[src/jsee_pkg.sv]
// Shared types, constants and helpers for the JSON string escape encoder.
package jsee_pkg;

  localparam int unsigned CP_W    = 21;
  localparam int unsigned CHAR_W  = 7;
  localparam int unsigned UNIT_W  = 16;
  localparam int unsigned IDX_W   = 4;
  localparam int unsigned QDEPTH  = 2;
  localparam int unsigned QPTR_W  = 1;
  localparam int unsigned QCNT_W  = 2;

  localparam logic [CP_W-1:0]   CP_BMP_MAX   = 21'h00FFFF;
  localparam logic [CP_W-1:0]   CP_SUPP_BASE = 21'h010000;
  localparam logic [CP_W-1:0]   CP_PRINT_LO  = 21'h000020;
  localparam logic [CP_W-1:0]   CP_PRINT_HI  = 21'h00007E;
  localparam logic [UNIT_W-1:0] SURR_HI_BASE = 16'hD800;
  localparam logic [UNIT_W-1:0] SURR_LO_BASE = 16'hDC00;

  localparam logic [CP_W-1:0] CP_QUOTE  = 21'h000022;
  localparam logic [CP_W-1:0] CP_BSLASH = 21'h00005C;
  localparam logic [CP_W-1:0] CP_BS     = 21'h000008;
  localparam logic [CP_W-1:0] CP_FF     = 21'h00000C;
  localparam logic [CP_W-1:0] CP_LF     = 21'h00000A;
  localparam logic [CP_W-1:0] CP_CR     = 21'h00000D;
  localparam logic [CP_W-1:0] CP_TAB    = 21'h000009;

  localparam logic [CHAR_W-1:0] CH_BSLASH = 7'h5C;
  localparam logic [CHAR_W-1:0] CH_QUOTE  = 7'h22;
  localparam logic [CHAR_W-1:0] CH_LC_B   = 7'h62;
  localparam logic [CHAR_W-1:0] CH_LC_F   = 7'h66;
  localparam logic [CHAR_W-1:0] CH_LC_N   = 7'h6E;
  localparam logic [CHAR_W-1:0] CH_LC_R   = 7'h72;
  localparam logic [CHAR_W-1:0] CH_LC_T   = 7'h74;
  localparam logic [CHAR_W-1:0] CH_LC_U   = 7'h75;
  localparam logic [CHAR_W-1:0] CH_DIGIT0 = 7'h30;
  localparam logic [CHAR_W-1:0] CH_ALPHA0 = 7'h57;  // 'a' - 10

  // Character positions inside a run
  localparam logic [IDX_W-1:0] IDX_SHORT_LAST = 4'd1;
  localparam logic [IDX_W-1:0] IDX_U1_LAST    = 4'd5;
  localparam logic [IDX_W-1:0] IDX_U2_LAST    = 4'd11;
  localparam logic [IDX_W-1:0] IDX_SECOND_ESC = 4'd6;

  typedef enum logic [1:0] {
    KIND_PASS,
    KIND_SHORT,
    KIND_U1,
    KIND_U2
  } kind_e;

  typedef struct packed {
    kind_e              kind;
    logic [CHAR_W-1:0]  ch;
    logic [UNIT_W-1:0]  unit_hi;
    logic [UNIT_W-1:0]  unit_lo;
  } desc_t;

  function automatic logic [CHAR_W-1:0] hex_char(input logic [3:0] nib);
    logic [CHAR_W-1:0] ext;
    ext = {3'b000, nib};
    if (nib < 4'd10) begin
      return CH_DIGIT0 + ext;
    end else begin
      return CH_ALPHA0 + ext;
    end
  endfunction

endpackage

[src/jsee_front.sv]
// Front end: classifies a code point into an escape descriptor.
module jsee_front
  import jsee_pkg::*;
(
  input  logic [CP_W-1:0] code_point_i,
  output desc_t           desc_o
);

  logic [CP_W-1:0] off;

  always_comb begin
    off            = code_point_i - CP_SUPP_BASE;
    desc_o.kind    = KIND_PASS;
    desc_o.ch      = code_point_i[CHAR_W-1:0];
    desc_o.unit_hi = code_point_i[UNIT_W-1:0];
    desc_o.unit_lo = SURR_LO_BASE | {6'b0, off[9:0]};
    case (code_point_i)
      CP_QUOTE: begin
        desc_o.kind = KIND_SHORT;
        desc_o.ch   = CH_QUOTE;
      end
      CP_BSLASH: begin
        desc_o.kind = KIND_SHORT;
        desc_o.ch   = CH_BSLASH;
      end
      CP_BS: begin
        desc_o.kind = KIND_SHORT;
        desc_o.ch   = CH_LC_B;
      end
      CP_FF: begin
        desc_o.kind = KIND_SHORT;
        desc_o.ch   = CH_LC_F;
      end
      CP_LF: begin
        desc_o.kind = KIND_SHORT;
        desc_o.ch   = CH_LC_N;
      end
      CP_CR: begin
        desc_o.kind = KIND_SHORT;
        desc_o.ch   = CH_LC_R;
      end
      CP_TAB: begin
        desc_o.kind = KIND_SHORT;
        desc_o.ch   = CH_LC_T;
      end
      default: begin
        if (code_point_i > CP_BMP_MAX) begin
          desc_o.kind    = KIND_U2;
          desc_o.unit_hi = SURR_HI_BASE + {5'b0, off[20:10]};
        end else if (code_point_i < CP_PRINT_LO || code_point_i > CP_PRINT_HI) begin
          desc_o.kind = KIND_U1;
        end
      end
    endcase
  end

endmodule

[src/jsee_fifo.sv]
// Two-entry descriptor queue between front and back ends.
module jsee_fifo
  import jsee_pkg::*;
(
  input  logic  clk_i,
  input  logic  rst_ni,
  input  logic  push_i,
  input  desc_t push_desc_i,
  output logic  full_o,
  input  logic  pop_i,
  output logic  empty_o,
  output desc_t head_o
);

  desc_t             mem_q [QDEPTH];
  logic [QPTR_W-1:0] wr_ptr_q, rd_ptr_q;
  logic [QCNT_W-1:0] cnt_q;
  logic              do_push, do_pop;

  assign full_o  = (cnt_q == QCNT_W'(QDEPTH));
  assign empty_o = (cnt_q == '0);
  assign head_o  = mem_q[rd_ptr_q];
  assign do_push = push_i && !full_o;
  assign do_pop  = pop_i && !empty_o;

  always_ff @(posedge clk_i or negedge rst_ni) begin
    if (!rst_ni) begin
      wr_ptr_q <= '0;
      rd_ptr_q <= '0;
      cnt_q    <= '0;
    end else begin
      if (do_push) begin
        wr_ptr_q <= wr_ptr_q + 1'b1;
      end
      if (do_pop) begin
        rd_ptr_q <= rd_ptr_q + 1'b1;
      end
      if (do_push && !do_pop) begin
        cnt_q <= cnt_q + 1'b1;
      end else if (do_pop && !do_push) begin
        cnt_q <= cnt_q - 1'b1;
      end
    end
  end

  always_ff @(posedge clk_i) begin
    if (do_push) begin
      mem_q[wr_ptr_q] <= push_desc_i;
    end
  end

endmodule

[src/jsee_back.sv]
// Back end: walks a descriptor and emits one character per cycle while the output is not stalled.
module jsee_back
  import jsee_pkg::*;
(
  input  logic              clk_i,
  input  logic              rst_ni,
  input  logic              empty_i,
  input  desc_t             head_i,
  output logic              pop_o,
  output logic              out_valid_o,
  input  logic              out_stall_i,
  output logic [CHAR_W-1:0] out_char_o,
  output logic              last_of_run_o
);

  logic [IDX_W-1:0]  idx_q, idx_d;
  logic [IDX_W-1:0]  pos;
  logic [UNIT_W-1:0] unit;
  logic [3:0]        nib;
  logic [CHAR_W-1:0] char_d, char_q;
  logic              last_d, last_q;
  logic              valid_q, adv;

  // Position inside the current \uXXXX group
  always_comb begin
    if (idx_q >= IDX_SECOND_ESC) begin
      pos  = idx_q - IDX_SECOND_ESC;
      unit = head_i.unit_lo;
    end else begin
      pos  = idx_q;
      unit = head_i.unit_hi;
    end
    case (pos)
      4'd2:    nib = unit[15:12];
      4'd3:    nib = unit[11:8];
      4'd4:    nib = unit[7:4];
      default: nib = unit[3:0];
    endcase
  end

  always_comb begin
    char_d = CH_BSLASH;
    last_d = 1'b0;
    case (head_i.kind)
      KIND_PASS: begin
        char_d = head_i.ch;
        last_d = 1'b1;
      end
      KIND_SHORT: begin
        if (idx_q != '0) begin
          char_d = head_i.ch;
        end
        last_d = (idx_q == IDX_SHORT_LAST);
      end
      KIND_U1, KIND_U2: begin
        if (pos == 4'd0) begin
          char_d = CH_BSLASH;
        end else if (pos == 4'd1) begin
          char_d = CH_LC_U;
        end else begin
          char_d = hex_char(nib);
        end
        last_d = (head_i.kind == KIND_U1) ? (idx_q == IDX_U1_LAST)
                                          : (idx_q == IDX_U2_LAST);
      end
      default: begin
        char_d = head_i.ch;
        last_d = 1'b1;
      end
    endcase
  end

  assign adv   = !empty_i && (!valid_q || !out_stall_i);
  assign pop_o = adv && last_d;
  assign idx_d = last_d ? '0 : idx_q + 1'b1;

  always_ff @(posedge clk_i or negedge rst_ni) begin
    if (!rst_ni) begin
      idx_q   <= '0;
      valid_q <= 1'b0;
    end else begin
      if (adv) begin
        idx_q   <= idx_d;
        valid_q <= 1'b1;
      end else if (!out_stall_i) begin
        valid_q <= 1'b0;
      end
    end
  end

  always_ff @(posedge clk_i) begin
    if (adv) begin
      char_q <= char_d;
      last_q <= last_d;
    end
  end

  assign out_valid_o   = valid_q;
  assign out_char_o    = char_q;
  assign last_of_run_o = last_q;

endmodule

[src/json_string_escape_encoder.sv]
// Top level of the JSON string escape encoder (ASCII-only output).
// Input channel: one code point per word on code_point_i, taken on a clock
//   edge where in_valid_i is high and in_stall_o is low.
// Output channel: one printable ASCII character per word on out_char_o,
//   last_of_run_o set on the final character of each code point's run;
//   taken on an edge where out_valid_o is high and out_stall_i is low.
// Run length: 1 char (printable ASCII), 2 (short escape), 6 (\uXXXX) or
//   12 (surrogate pair).
// With an empty queue an accepted code point is written to the descriptor
//   queue, and its first character is then registered as the output word.
// Throughput: one output character per cycle while out_stall_i is low, so
//   one code point per cycle for pass-through text; an n-character run holds
//   the back end for all n characters; its character counter sets this rate.
// A two-word descriptor queue sits between classifier and emitter, so
//   input keeps flowing while a finished character waits in the output
//   register; in_stall_o rises only when that queue is full.
// When out_stall_i is high and out_valid_o is set, the output word holds and the emitter waits.
// Reset empties the queue, clears the output valid and the back end's character counter; no other state.
module json_string_escape_encoder
  import jsee_pkg::*;
(
  input  logic              clk_i,
  input  logic              rst_ni,
  input  logic              in_valid_i,
  output logic              in_stall_o,
  input  logic [CP_W-1:0]   code_point_i,
  output logic              out_valid_o,
  input  logic              out_stall_i,
  output logic [CHAR_W-1:0] out_char_o,
  output logic              last_of_run_o
);

  desc_t front_desc, head_desc;
  logic  q_full, q_empty, q_pop;

  jsee_front u_front (
    .code_point_i (code_point_i),
    .desc_o       (front_desc)
  );

  jsee_fifo u_fifo (
    .clk_i       (clk_i),
    .rst_ni      (rst_ni),
    .push_i      (in_valid_i),
    .push_desc_i (front_desc),
    .full_o      (q_full),
    .pop_i       (q_pop),
    .empty_o     (q_empty),
    .head_o      (head_desc)
  );

  jsee_back u_back (
    .clk_i         (clk_i),
    .rst_ni        (rst_ni),
    .empty_i       (q_empty),
    .head_i        (head_desc),
    .pop_o         (q_pop),
    .out_valid_o   (out_valid_o),
    .out_stall_i   (out_stall_i),
    .out_char_o    (out_char_o),
    .last_of_run_o (last_of_run_o)
  );

  assign in_stall_o = q_full;

endmodule
[config.mk]
export PLATFORM = sky130hd
export DESIGN_NAME = json_string_escape_encoder
export DESIGN_NICKNAME = d
export VERILOG_FILES = /design/src/jsee_pkg.sv /design/src/jsee_front.sv /design/src/jsee_fifo.sv /design/src/jsee_back.sv /design/src/json_string_escape_encoder.sv
export SDC_FILE = /design/constraint.sdc
export NUM_CORES = 1
export LEC_CHECK = 0
export BUFFER_PORTS_ARGS = -buffer_cell sky130_fd_sc_hd__buf_2
export CAP_MARGIN = 15
export CORE_AREA = 10 10 102 104
export CTS_BUF_LIST = sky130_fd_sc_hd__clkbuf_8
export DETAILED_ROUTE_END_ITERATION = 7
export DIE_AREA = 0 0 112 114
export PLACE_DENSITY_LB_ADDON = 0.2
export SETUP_SLACK_MARGIN = 0.05
export SYNTH_ARGS = -nofsm -noshare
export SYNTH_HDL_FRONTEND = slang
export SYNTH_HIERARCHICAL = 1
export SYNTH_SLANG_ARGS = --single-unit
[constraint.sdc]
create_clock -name clk_i -period 5.8 [get_ports clk_i]
set_input_delay 0.29 -clock clk_i [delete_from_list [all_inputs] [get_ports clk_i]]
set_output_delay 0.29 -clock clk_i [all_outputs]
set_load 0.02 [all_outputs]
[Yosys cells after proc, flatten, opt, wreduce, memory -nomap -nowiden]
Memories as Yosys holds them, arrays and structs flattened.
Cells that the tools add are included.
Storage, ports and cells
  bits in writable memories: 70
  output and inout bits: 10
  memories kept: 1
  latch bits: 0
  bits in registers: 17
  word-level logic and storage cells: 86
  memory bits (read-only): 0
  input bits: 25
Memories
  u_fifo.mem_q: words 2, width 35, read ports 1, clocked after Yosys merged registers in 0, write ports 1, RTL line jsee_fifo.sv:15  | desc_t mem_q [QDEPTH];
Operators by class
  eq/ne operators: 19
  shifts and indexed selects: 0
  div/mod/pow operators: 0
  $lt $le $gt $ge: 5
  bitwise operators: 0
  multiply operators: 0
  add/subtract/negate cells: 10
  reduce and logical (&&, ||, !) cells: 21
  multiplexer cells: 23
Operators by type and width (count)
  21-bit by 4-bit equality test with 1-bit output (second input constant): 5
  7-bit one-hot mux with 7 select lines: 1
  16-bit 2-to-1 mux: 3
  7-bit 2-to-1 mux: 4
  21-bit by 6-bit equality test with 1-bit output (second input constant): 1
  21-bit by 7-bit equality test with 1-bit output (second input constant): 1
  21-bit by 16-bit greater-than comparator with 1-bit output (second input constant): 1
  21-bit by 7-bit greater-than comparator with 1-bit output (second input constant): 1
  21-bit by 6-bit < comparator with 1-bit output (second input constant): 1
  7-bit one-hot mux with 3 select lines: 1
  21-bit by 17-bit subtractor with 21-bit output (second input constant): 1
  15-bit by 12-bit adder with 16-bit output (first input constant): 1
  4-bit one-hot mux with 3 select lines: 1
  2-bit 2-to-1 mux: 5
  4-bit by 1-bit equality test with 1-bit output (second input constant): 2
  4-bit by 2-bit equality test with 1-bit output (second input constant): 2
  4-bit by 3-bit equality test with 1-bit output (second input constant): 2
  4-bit 2-to-1 mux: 2
  6-bit by 4-bit adder with 7-bit output (first input constant): 1
  7-bit by 4-bit adder with 7-bit output (first input constant): 1
  7-bit OR reduction: 1
  2-bit equality test (second input constant): 3
  1-bit logical AND: 6
  1-bit logical NOT: 6
  other kinds (18): 25

[Logic depth before layout (Yosys ltp)]
Gate-level depths: netlist (run 1).
  depth in word-level cells: 9
  depth in mapped cells: 12
  depth with buffers taken out: 10

[Cells and area by module]
The synthesis (run 1) kept the hierarchy.
Modules (own cells, without submodules)
  jsee_fifo: times used 1, area an instance 3358.2 µm², cells each 147, sequential area each 2562.5 µm²
  jsee_back: times used 1, area an instance 1164.9 µm², cells each 111, sequential area each 365.4 µm²
  jsee_front: times used 1, area an instance 800.8 µm², cells each 117, sequential area each 0.0 µm²

[Worst setup path after synthesis (run 1)]
No wires, ideal clock.
  kind: reg-to-reg
  from: register u_back.idx_q[0]
  to: register u_back.char_q[2] (netlist: u_back/out_char_o[2]) (data pin)
  buffers on the path: 1
  required time: 5539 ps
  arrival: 2747 ps
  period minus slack after synthesis: 3008 ps
  setup slack: 2792 ps
  setup time: 261 ps
  cell stages (with the launch flop): 11
  path through: dfrtp_1 > buf_6 > inv_1 > ha_1 > o21a_4 > nor2_4 > mux4_2 > a221oi_2 > ha_1 > a21oi_1 > o32a_1
On the way
  word-level cells in the longest chain between the ends: 9
  elaborated cells on any way between the ends: 19
RTL lines
  start: declaration: RTL line jsee_back.sv:16  | logic [IDX_W-1:0] idx_q, idx_d;
  start signal: assignment: RTL line jsee_back.sv:83  | idx_q <= idx_d;
  4-bit by 3-bit subtractor with 4-bit output / 4-bit by 3-bit >= comparator with 1-bit output (equally long branches): RTL line jsee_back.sv:27, jsee_back.sv:26
  4-bit 2-to-1 mux: RTL line jsee_back.sv:26  | if (idx_q >= IDX_SECOND_ESC) begin
  4-bit by 3-bit equality test with 1-bit output / 4-bit by 2-bit equality test with 1-bit output (equally long branches): RTL line jsee_back.sv:33  | case (pos)
  4-bit one-hot mux with 3 select lines: RTL line jsee_back.sv:33
  7-bit by 4-bit adder with 7-bit output (tied with other cells): RTL line jsee_pkg.sv:64  | return CH_ALPHA0 + ext;
  7-bit 2-to-1 mux: RTL line jsee_pkg.sv:61  | if (nib < 4'd10) begin
  7-bit 2-to-1 mux: RTL line jsee_back.sv:58  | end else if (pos == 4'd1) begin
  7-bit 2-to-1 mux: RTL line jsee_back.sv:56  | if (pos == 4'd0) begin
  7-bit one-hot mux with 3 select lines (*): RTL line jsee_back.sv:44  | case (head_i.kind)
  named net u_back.char_d[2]: RTL line jsee_back.sv:20  | logic [CHAR_W-1:0] char_d, char_q;
  end signal: assignment: RTL line jsee_back.sv:93  | char_q <= char_d;
  end: declaration: RTL line jsee_back.sv:20
The timed path passes the listed nets; every way through them passes the cells marked *.
A chain may end at the register's enable or synchronous reset.

[Worst setup path in the final report (run 1)]
Same ends and word-level chain as after synthesis.

==> results.txt, run 1 <==
The kind of cell with the highest combined delay along the critical path is compound AO/OA/AOI/OAI gates. Setup repair after global routing left no endpoint under its margin. The classification of the worst setup path is register to register. The number of slew-limit violations in the final report is 0. The summed instance area of the synthesized netlist came out at 5320 um^2. The post-synthesis sequential element count is between 90 and 100.

The number of nets at the end of the flow is 431. In the final layout, the multi-input gates occupy about 2100 um^2. The total of buffers placed on input and output ports came out at 34.

The largest fanout of any net on the critical path is 10. The met2 layer usage reported by global route came out at between 20% and 30%. IR analysis of the VDD net gives a maximum drop of 240 uV.

The proportion of register bits with asynchronous set or reset after synthesis is a little under a tenth. The run finished with clean final reports. The worst hold margin came out at 0.150 ns.

The via count of the first global-routing pass came out at 3,129. The full die area is between 10,000 and 15,000 um^2. The library cell with the largest summed area after synthesis is sky130_fd_sc_hd__edfxtp_1. Power spread over the standard cell area amounts to 492 nW/um^2. The initial antenna violation count was 0. The worst setup path is captured at a register. Across every metal layer, demand over resource in global routing totals 15.3%.

The post-route non-filler standard cell count is 511. The cell that appears most often on the critical path is sky130_fd_sc_hd__ha_1. Counting both buffers and inverters, the worst setup path holds a total of 1. TritonCTS created 9 clock buffers. The detailed-route vias per instance came out at 5.87. The count of endpoints failing hold in the final timing report came out at 0. The post-synthesis sequential area ratio is between 50% and 60%. The summed negative setup slack over all endpoints came out at 0 ns. The number of max-cap violations came out at 0. The number of H-tree levels came out at 3. The number of synthesis warnings is 6. The global-route wire length before repair came out at 15,600 um. Setup violations remaining at the end of the flow were counted as 0.

The floorplan step set the die width to ~110 um. The area growth from synthesis to final layout is 4.89%. Yosys attributes the largest share of cell area to sky130_fd_sc_hd__edfxtp_1 (51%), sky130_fd_sc_hd__mux2_4 (12%), sky130_fd_sc_hd__dfrtp_1 (4.2%). The global-route track usage on met3 came out at under 10%. The top-area cell type share of the netlist area came out at 50.8%. The headroom to the max-slew limit is 34.2%. The total iterations of the first detailed-routing run is 4.

After detailed placement, the design holds a cell count of 494. STA classifies the critical path startpoint as a register. The number of post-CTS setup repair buffers came out at 0.

The number of different library cells in the post-synthesis netlist came out at 63. The leakage power total is about 2.1 nW. The utilization after layout came out at about two thirds. The half-perimeter wire length after detailed placement came out at between 6000 and 7000 um.

The floorplan has 34 rows. The number of synthesized flops with an enable pin is 90. The initial standard-cell utilization of the core is 62.9%. The number of nets with antenna violations after routing is 0. The total wirelength of the detailed-routed design came out at 9600 um. In the final routed layout, each cell accounts on average for ~19 um. Ranked by instance count, the synthesized netlist is headed by sky130_fd_sc_hd__edfxtp_1 (90), sky130_fd_sc_hd__mux2_4 (43), sky130_fd_sc_hd__nor2_1 (26). In this design, the stage delay of the slowest critical-path cell is 0.58 ns.

The fraction of final layout cells with drive strength greater than 1 came out at about 32%. A synthesized cell averages 14.2 um^2. The floorplan step set the die height to approximately 110 um. The number of design-rule violations left by the first detailed-router iteration is between 200 and 250.

The number of remaining DRC errors came out at 0. The tree is rooted in a sky130_fd_sc_hd__clkbuf_8. Global routing finished with a remaining overflow of 0. The most common cell in the synthesized netlist is sky130_fd_sc_hd__edfxtp_1.

The later pin in the worst-skew pair is clocked with a latency of around 0.37 ns. Entering global routing, the biggest net connects 42 pins. The clock transition at the registers of the reported paths came out at approximately 0.1 ns.

The standard cell core area is 8470 um^2. In this run the worst hold path is classified as primary input to register. The number of ports placed on the die boundary is 35.

The layer flagged by global routing as most heavily used is met2. The TritonCTS sink count came out at 99. The maximum clock rate is about 0.28 GHz. The area occupied by registers is 2930 um^2. The total number of vias came out at 2,999. The antenna diode count is 0.

The maximum root-to-sink buffer count is 2. For this run, the leading register cell type out of synthesis is sky130_fd_sc_hd__edfxtp_1. Traced cell by cell, the critical path runs through inv_1 -> ha_1 -> o21a_4 -> nor2_4 -> mux4_2 -> a221oi_2 -> ha_1 -> a21oi_1 -> o32a_1.

The final setup skew came out at between 0.01 and 0.015 ns. The data arrival time of the critical path is approximately 3.7 ns. The congestion estimate from routability-driven global placement came to around 0.87. On the critical path, the stage with the largest delay is an instance of sky130_fd_sc_hd__dfrtp_1. The post-route clock period utilization came out at 61.0%.

The required time of the worst setup path came out at 5.93 ns. The transition time at the pin with the least slew margin came out at 0.986 ns. For the finished layout, the period the worst path requires is 3.54 ns. TritonCTS built the clock tree. Synthesis produced a netlist whose cell count is 375. The global routing met1 resource utilization is approximately 19%. The number of fill cells came out at 605.
## metrics by stage
step,setup WS (ns),cell area [um^2],power [mW]
after floorplan,2.79,5340,2.15
after global placement,2.38,5380,2.31
after detailed placement,2.29,5380,2.34
after CTS,2.25,5580,2.77
after global routing,2.03,5580,2.90
final,2.26,5580,2.75
## layer usage
layer,vias to the layer above,part of all wire (%)
met5,-,0
met3,18,4.5
met2,85,49
met1,1456,45
met4,0,2.1
li1,1440,-
## cell type report
cell class / count / share of cell area (%)
clock inverters: 7 / 1.21
multi-input cells: 239 / 37.4
inverters: 12 / 0.807
clock buffers: 9 / 2.22
repair buffers: 37 / 3.50
well taps: 108 / 2.42
flip-flops and latches: 99 / 52.5
## power by group
part	leakage (nW)	internal (mW)	switching [mW]
sequential	0.925	1.02	0.146
combinational	1.12	0.553	0.608
clock	0.0997	0.168	0.255
## cell usage in the layout (no fill, tap or decap), types with 7 or more instances in the layout
| cell | Yosys | layout |
|---|---|---|
| sky130_fd_sc_hd__o21ai_0 | 12 | 12 |
| sky130_fd_sc_hd__edfxtp_1 | 90 | 90 |
| sky130_fd_sc_hd__a21oi_1 | 11 | 11 |
| sky130_fd_sc_hd__mux2_4 | 43 | 43 |
| sky130_fd_sc_hd__xnor2_1 | 7 | 7 |
| sky130_fd_sc_hd__nand2_1 | 21 | 21 |
| sky130_fd_sc_hd__nand2b_1 | 9 | 9 |
| sky130_fd_sc_hd__clkbuf_8 | 0 | 9 |
| sky130_fd_sc_hd__inv_1 | 12 | 12 |
| sky130_fd_sc_hd__ha_1 | 8 | 8 |
| sky130_fd_sc_hd__nor2_1 | 26 | 25 |
| sky130_fd_sc_hd__buf_2 | 0 | 34 |
| sky130_fd_sc_hd__mux2i_1 | 7 | 7 |
| sky130_fd_sc_hd__dfrtp_1 | 9 | 8 |
| sky130_fd_sc_hd__or2_2 | 7 | 7 |
## sequential cells by signal, indices dropped and copies added, names as in the netlist
name                  flops
u_fifo/mem_q             82
u_back/out_char_o         7
u_back/idx_q              4
u_fifo/cnt_q              2
u_back/last_of_run_o      1
u_back/out_valid_o        1
u_fifo/rd_ptr_q           1
u_fifo/wr_ptr_q           1
## worst reg2reg max path, stage by stage, from the launching register on
cell and delay (ns):
sky130_fd_sc_hd__dfrtp_1 0.58, sky130_fd_sc_hd__inv_1 0.23, sky130_fd_sc_hd__ha_1 0.29, sky130_fd_sc_hd__o21a_4 0.24, sky130_fd_sc_hd__nor2_4 0.27, sky130_fd_sc_hd__mux4_2 0.57, sky130_fd_sc_hd__a221oi_2 0.46, sky130_fd_sc_hd__ha_1 0.28
sky130_fd_sc_hd__a21oi_1 0.08, sky130_fd_sc_hd__o32a_1 0.30
## cells by family (layout without fill, tap and decap cells)
| group | count (synthesis) | count (layout) | share of synthesized area [%] |
|---|---|---|---|
| DFF | 99 | 99 | 55.0 |
| and+or+nand+nor | 97 | 97 | 10.5 |
| muxes | 59 | 59 | 16.3 |
| AOI/OAI and AO/OA | 58 | 58 | 8.20 |
| buffers and inverters | 41 | 65 | 6.23 |
| xor gates and xnor gates | 11 | 11 | 1.81 |
| adders and majority gates | 8 | 8 | 1.88 |
| other | 2 | 6 | 0.141 |
## final timing paths
path / start / to / slack, ns / cells after the start
min in group asynchronous: rst_ni / u_fifo/cnt_q[0] / 0.30 / 2
worst min-delay path: code_point_i[9] / u_fifo/mem_q[1][9] / 0.15 / 1
worst max-delay path: u_back/idx_q[0] / u_back/out_char_o[2] / 2.26 / 9
worst min register to register: u_back/out_valid_o / u_back/out_valid_o / 0.51 / 2
max in group asynchronous: rst_ni / u_fifo/rd_ptr_q / 5.31 / 2
worst max register to register: u_back/idx_q[0] / u_back/out_char_o[2] / 2.26 / 9
## what timing repair did
item,CTS,global route
hold endpoints to repair,9,0
hold buffers,1,0
resized for setup,0,0
endpoints found under the setup margin,0,0
Power figures use the tool's default switching activity.
==> inputs of run 2 (changes only) <==
--- a/config.mk
+++ b/config.mk
@@ -5,12 +5,13 @@
 export SDC_FILE = /design/constraint.sdc
 export NUM_CORES = 1
 export LEC_CHECK = 0
+export ABC_AREA = 1
 export BUFFER_PORTS_ARGS = -buffer_cell sky130_fd_sc_hd__buf_2
 export CAP_MARGIN = 15
-export CORE_AREA = 10 10 102 104
+export CORE_AREA = 10 10 106 108
 export CTS_BUF_LIST = sky130_fd_sc_hd__clkbuf_8
 export DETAILED_ROUTE_END_ITERATION = 7
-export DIE_AREA = 0 0 112 114
+export DIE_AREA = 0 0 116 118
 export PLACE_DENSITY_LB_ADDON = 0.2
 export SETUP_SLACK_MARGIN = 0.05
 export SYNTH_ARGS = -nofsm -noshare
==> constraint.sdc (replaced) <==
create_clock -name clk_i -period 3.38 [get_ports clk_i]
set_input_delay 0.169 -clock clk_i [delete_from_list [all_inputs] [get_ports clk_i]]
set_output_delay 0.169 -clock clk_i [all_outputs]
set_load 0.02 [all_outputs]
==> run 2 against run 1 <==
Net effect: via count increased by 46%; highest routed layer unchanged; core utilization decreased by 0.76 points; final cell count increased by 58%.
==> results.txt, run 2 <==
The total of buffers placed on input and output ports is 34 (unchanged). The number of synthesis warnings was 6 (unchanged). Among all cell types in the netlist, the one instantiated most often is sky130_fd_sc_hd__nand2_1. The top-area cell type share of the netlist area came out at 48.4% (-2.3 points).

The proportion of register bits with asynchronous set or reset after synthesis came out at 9.09% (unchanged). The number of H-tree levels came out at 3 (unchanged). The synthesized area per cell came to 8.37 um^2 (-41%). The number of gates given a new drive strength after cts came out at 0 (unchanged). The tightest min-delay check is of the primary input to register type. The post-layout minimum cycle time came out at 2.51 ns (-1.03 ns). Setup repair after global routing left no endpoint under its margin. The count of cells along the worst register-to-register path came out at 16 (+7). The antenna diode count is 0 (unchanged). The number of clock buffers inserted by TritonCTS is 9 (unchanged). The area occupied by registers is 2930 um^2 (about the same).

The clock root buffer is sky130_fd_sc_hd__clkbuf_8. The leakage power total came out at 2.68 nW (+25%). The number of different library cells in the post-synthesis netlist was 34 (-46%). The summed instance area of the synthesized netlist is 5580 um^2 (+4.8%). The internal portion of total power is 2.82 mW (+62%). The required time of the worst setup path came out at 3.52 ns (-2.41 ns). The total power density per cell area was 819 nW/um^2 (+67%). TritonCTS built the clock tree. The final setup skew came out at 0.0117 ns (+0.000357 ns). The area growth from synthesis to final layout came out at 6.44%. Ranked by flip-flop count, first place goes to u_fifo/mem_q.

The number of slew-limit violations in the final report came out at 0 (unchanged). The number of remaining DRC errors came out at 0 (unchanged). The net switching share of the total power is 42.1% (+5.3 points). The count of endpoints failing hold in the final timing report came to 0 (unchanged). In this run the critical register-to-register path is captured at u_back/out_char_o[1]. The data arrival time of the critical path came out at 2.65 ns (-1.02 ns). The fraction of final layout cells with drive strength greater than 1 came out at 13.6% (-18 points). The global-route wire length before repair came to 19,800 um (+27%). The number of design-rule violations left by the first detailed-router iteration came out at 359 (+62%).

The largest net degree at the start of global routing is 42 (unchanged). The largest total area in the synthesized netlist belongs to sky130_fd_sc_hd__edfxtp_1. The final weighted congestion of routability-driven global placement is 0.891 (+2.5%).

The full die area was 13,700 um^2 (+7.2%). The number of fill cells is 778 (+29%). STA classifies the critical path endpoint as a register. The multiplexer area fraction after synthesis came out at 0% (-16 points). The total iterations of the first detailed-routing run came out at 6 (+2). The number of nets with antenna violations after routing is 0 (unchanged). The worst reg-to-reg setup slack is 0.87 ns (-1.39 ns). The post-synthesis share of cell area spent on full adders, half adders and majority gates came out at 1.79% (-0.086 points). The initial antenna violation count is 0 (unchanged). For this run, the leading register cell type out of synthesis is sky130_fd_sc_hd__edfxtp_1. The sequential share of power came to 38.2% (-4.1 points). The area share of xor/xnor cells in the synthesized design came to 0.785% (-1.0 points). The number of max-cap violations came out at 0 (unchanged). The maximum root-to-sink buffer count is 2 (unchanged). The total number of vias came out at 4,368 (+46%). The chip height is 118 um (+3.5%). The post-synthesis sequential element count is 99 (unchanged).

The clock transition at the registers of the reported paths is 0.10 ns (about the same). The commonest cells after synthesis are sky130_fd_sc_hd__nand2_1 (281), sky130_fd_sc_hd__edfxtp_1 (90), sky130_fd_sc_hd__nor2_1 (70). The total overflow reported by the global router was 0 (unchanged). The placement row count is 35 (+2.9%). The clock network latency to the later pin of the worst-skew pair came out at 0.37 ns (about the same). The headroom to the max-slew limit is 40.5% (+6.2 points).

The final number of setup-violating endpoints came to 0 (unchanged). The maximum clock rate came out at 0.398 GHz (+41%). The count of hold buffers inserted by post-cts repair came out at 1 (unchanged).

The summed negative setup slack over all endpoints came out at 0 ns (unchanged). The number of nets at the end of the flow is 724 (+68%). The via count of the first global-routing pass came out at 4,153 (+33%). The post-route clock period utilization is 74.3% (+13 points). The worst vdd rail ir drop came out at 340 uV (+42%).

The number of post-CTS setup repair buffers is 0 (unchanged). The net switching power is 2.05 mW (+100%). The sum of internal, switching and leakage power came to 4.87 mW (+77%). The number of ports placed on the die boundary came out at 35 (unchanged). The number of synthesized flops with an enable pin is 90 (unchanged).

Leaving out fill and tap cells, the most frequent cell in the layout is sky130_fd_sc_hd__nand2_1. The clock power share came to 17.5% (+2.1 points). The detailed-route vias per instance came out at 5.41 (-7.8%). The total wirelength of the detailed-routed design is 12,100 um (+27%). The initial standard-cell utilization of the core came out at 61.3% (-1.6 points). The largest fanout of any net on the critical path came to 8 (-2). The transition time at the pin with the least slew margin came to 0.890 ns (-0.0958 ns).

The global-route usage over all layers was 18.0% (+2.8 points). The half-perimeter wire length after detailed placement came to 8630 um (+26%). The standard cell core area is 9110 um^2 (+7.6%).

The start point of the critical path is u_back/idx_q[0]. The TritonCTS sink count came out at 99 (unchanged). The area taken by multi-input logic gates is 2220 um^2 (+6.2%). By area the synthesized netlist is led by sky130_fd_sc_hd__edfxtp_1 (48%), sky130_fd_sc_hd__nand2_1 (19%), sky130_fd_sc_hd__nor2_1 (4.7%).

The classification of the worst setup path is register to register. The cell count after synthesis is 667 (+78%). The utilization after layout is 65.2% (-0.76 points). After synthesis, the largest family of logic cells by area is simple AND/OR/NAND/NOR gates.

In this run the worst setup path terminates at u_back/out_char_o[1]. The post-synthesis sequential area ratio is 52.5% (-2.5 points). The startpoint of the worst register-to-register path is u_back/idx_q[0]. The die outline width is 116 um (+3.6%). The flip-flop count of the largest register after layout came to 82 (unchanged). The complex-gate fraction of the synthesized area came out at 3.81% (-4.4 points). STA classifies the critical path startpoint as a register. The share of power burned in combinational logic is 44.3% (+2.0 points). The simple-gate area share of the yosys netlist is 32.8% (+22 points). The average detailed-routed wire length per instance came out at 15.0 um (-20%). In the layout the commonest cells are sky130_fd_sc_hd__nand2_1 (281), sky130_fd_sc_hd__edfxtp_1 (90), sky130_fd_sc_hd__nor2_1 (69).

The run finished with clean final reports.
-- run 2: power by group through the flow --
stage | Combinational (mW) | Clock, mW | Sequential, mW
6_report | 2.16 | 0.853 | 1.86
4_1_cts | 2.15 | 0.867 | 1.86
3_3_place_gp | 2.08 | 0 | 1.88
5_1_grt | 2.43 | 0.915 | 1.89
2_1_floorplan | 1.59 | 0 | 1.94
3_5_place_dp | 2.13 | 0 | 1.88
-- run 2: worst max-delay path: stages, from the launching register on --
cell	delay (ns)
sky130_fd_sc_hd__dfrtp_1	0.45
sky130_fd_sc_hd__inv_1	0.14
sky130_fd_sc_hd__ha_1	0.24
sky130_fd_sc_hd__inv_1	0.12
sky130_fd_sc_hd__nand2_1	0.08
sky130_fd_sc_hd__nand3_2	0.10
sky130_fd_sc_hd__nand2_4	0.09
sky130_fd_sc_hd__nand2_1	0.11
sky130_fd_sc_hd__inv_2	0.05
sky130_fd_sc_hd__nand2_1	0.09
sky130_fd_sc_hd__nand3_1	0.16
sky130_fd_sc_hd__nor2_2	0.19
sky130_fd_sc_hd__nand2_2	0.09
sky130_fd_sc_hd__nand2_2	0.10
sky130_fd_sc_hd__nor2_1	0.05
sky130_fd_sc_hd__o21ai_1	0.15
sky130_fd_sc_hd__nand2_1	0.06
-- run 2: logic make-up (layout without fill, tap and decap cells) --
family                     count (synthesis)  after routing
buffers and inverters                     86            111
and+or+nand+nor                          433            433
adders and majority gates                  8              8
xor gates and xnor gates                   5              5
other                                      2              6
AOI/OAI and AO/OA                         34             34
DFF                                       99             99
-- run 2: stage by stage --
stage                     area, um^2  hold slack [ns]  std cells  setup slack [ns]
after global placement          5710           0.0348        790             0.999
after floorplan                 5600           -0.127        671             0.628
final                           5940          0.00978        807             0.869
after global routing            5940           0.0288        807             0.513
after detailed placement        5710           0.0424        790             0.885
after CTS                       5940          0.00582        807             0.885
-- run 2: layout make-up --
| cell class | count | area share [%] |
|---|---|---|
| clock inverter | 7 | 1.69 |
| timing repair buffer | 42 | 3.92 |
| multi-input combinational | 486 | 37.3 |
| clock buffer | 9 | 2.09 |
| sequential | 99 | 49.3 |
| tap | 111 | 2.34 |
| inverter | 53 | 3.35 |
-- run 2: how the worst min path moves through the flow --
stage,slack [ns],from,end,depth (start not counted)
after global routing,0.03,out_stall_i,u_back/out_valid_o,3
after detailed placement,0.04,rst_ni,u_fifo/cnt_q[0],1
after global placement,0.03,rst_ni,u_fifo/cnt_q[1],1
after floorplan,-0.13,rst_ni,u_back/idx_q[0],0
after CTS,0.006,out_stall_i,u_back/out_valid_o,3
final,0.01,out_stall_i,u_back/out_valid_o,3
-- run 2: layer usage --
layer | part of all wire (%) | track usage, % | vias up
met1 | 46 | 23.7 | 2033
met3 | 4.4 | 3.67 | 28
met5 | 0 | 0 | -
met4 | 1.9 | 6.65 | 0
li1 | - | - | 2170
met2 | 47 | 28.5 | 137
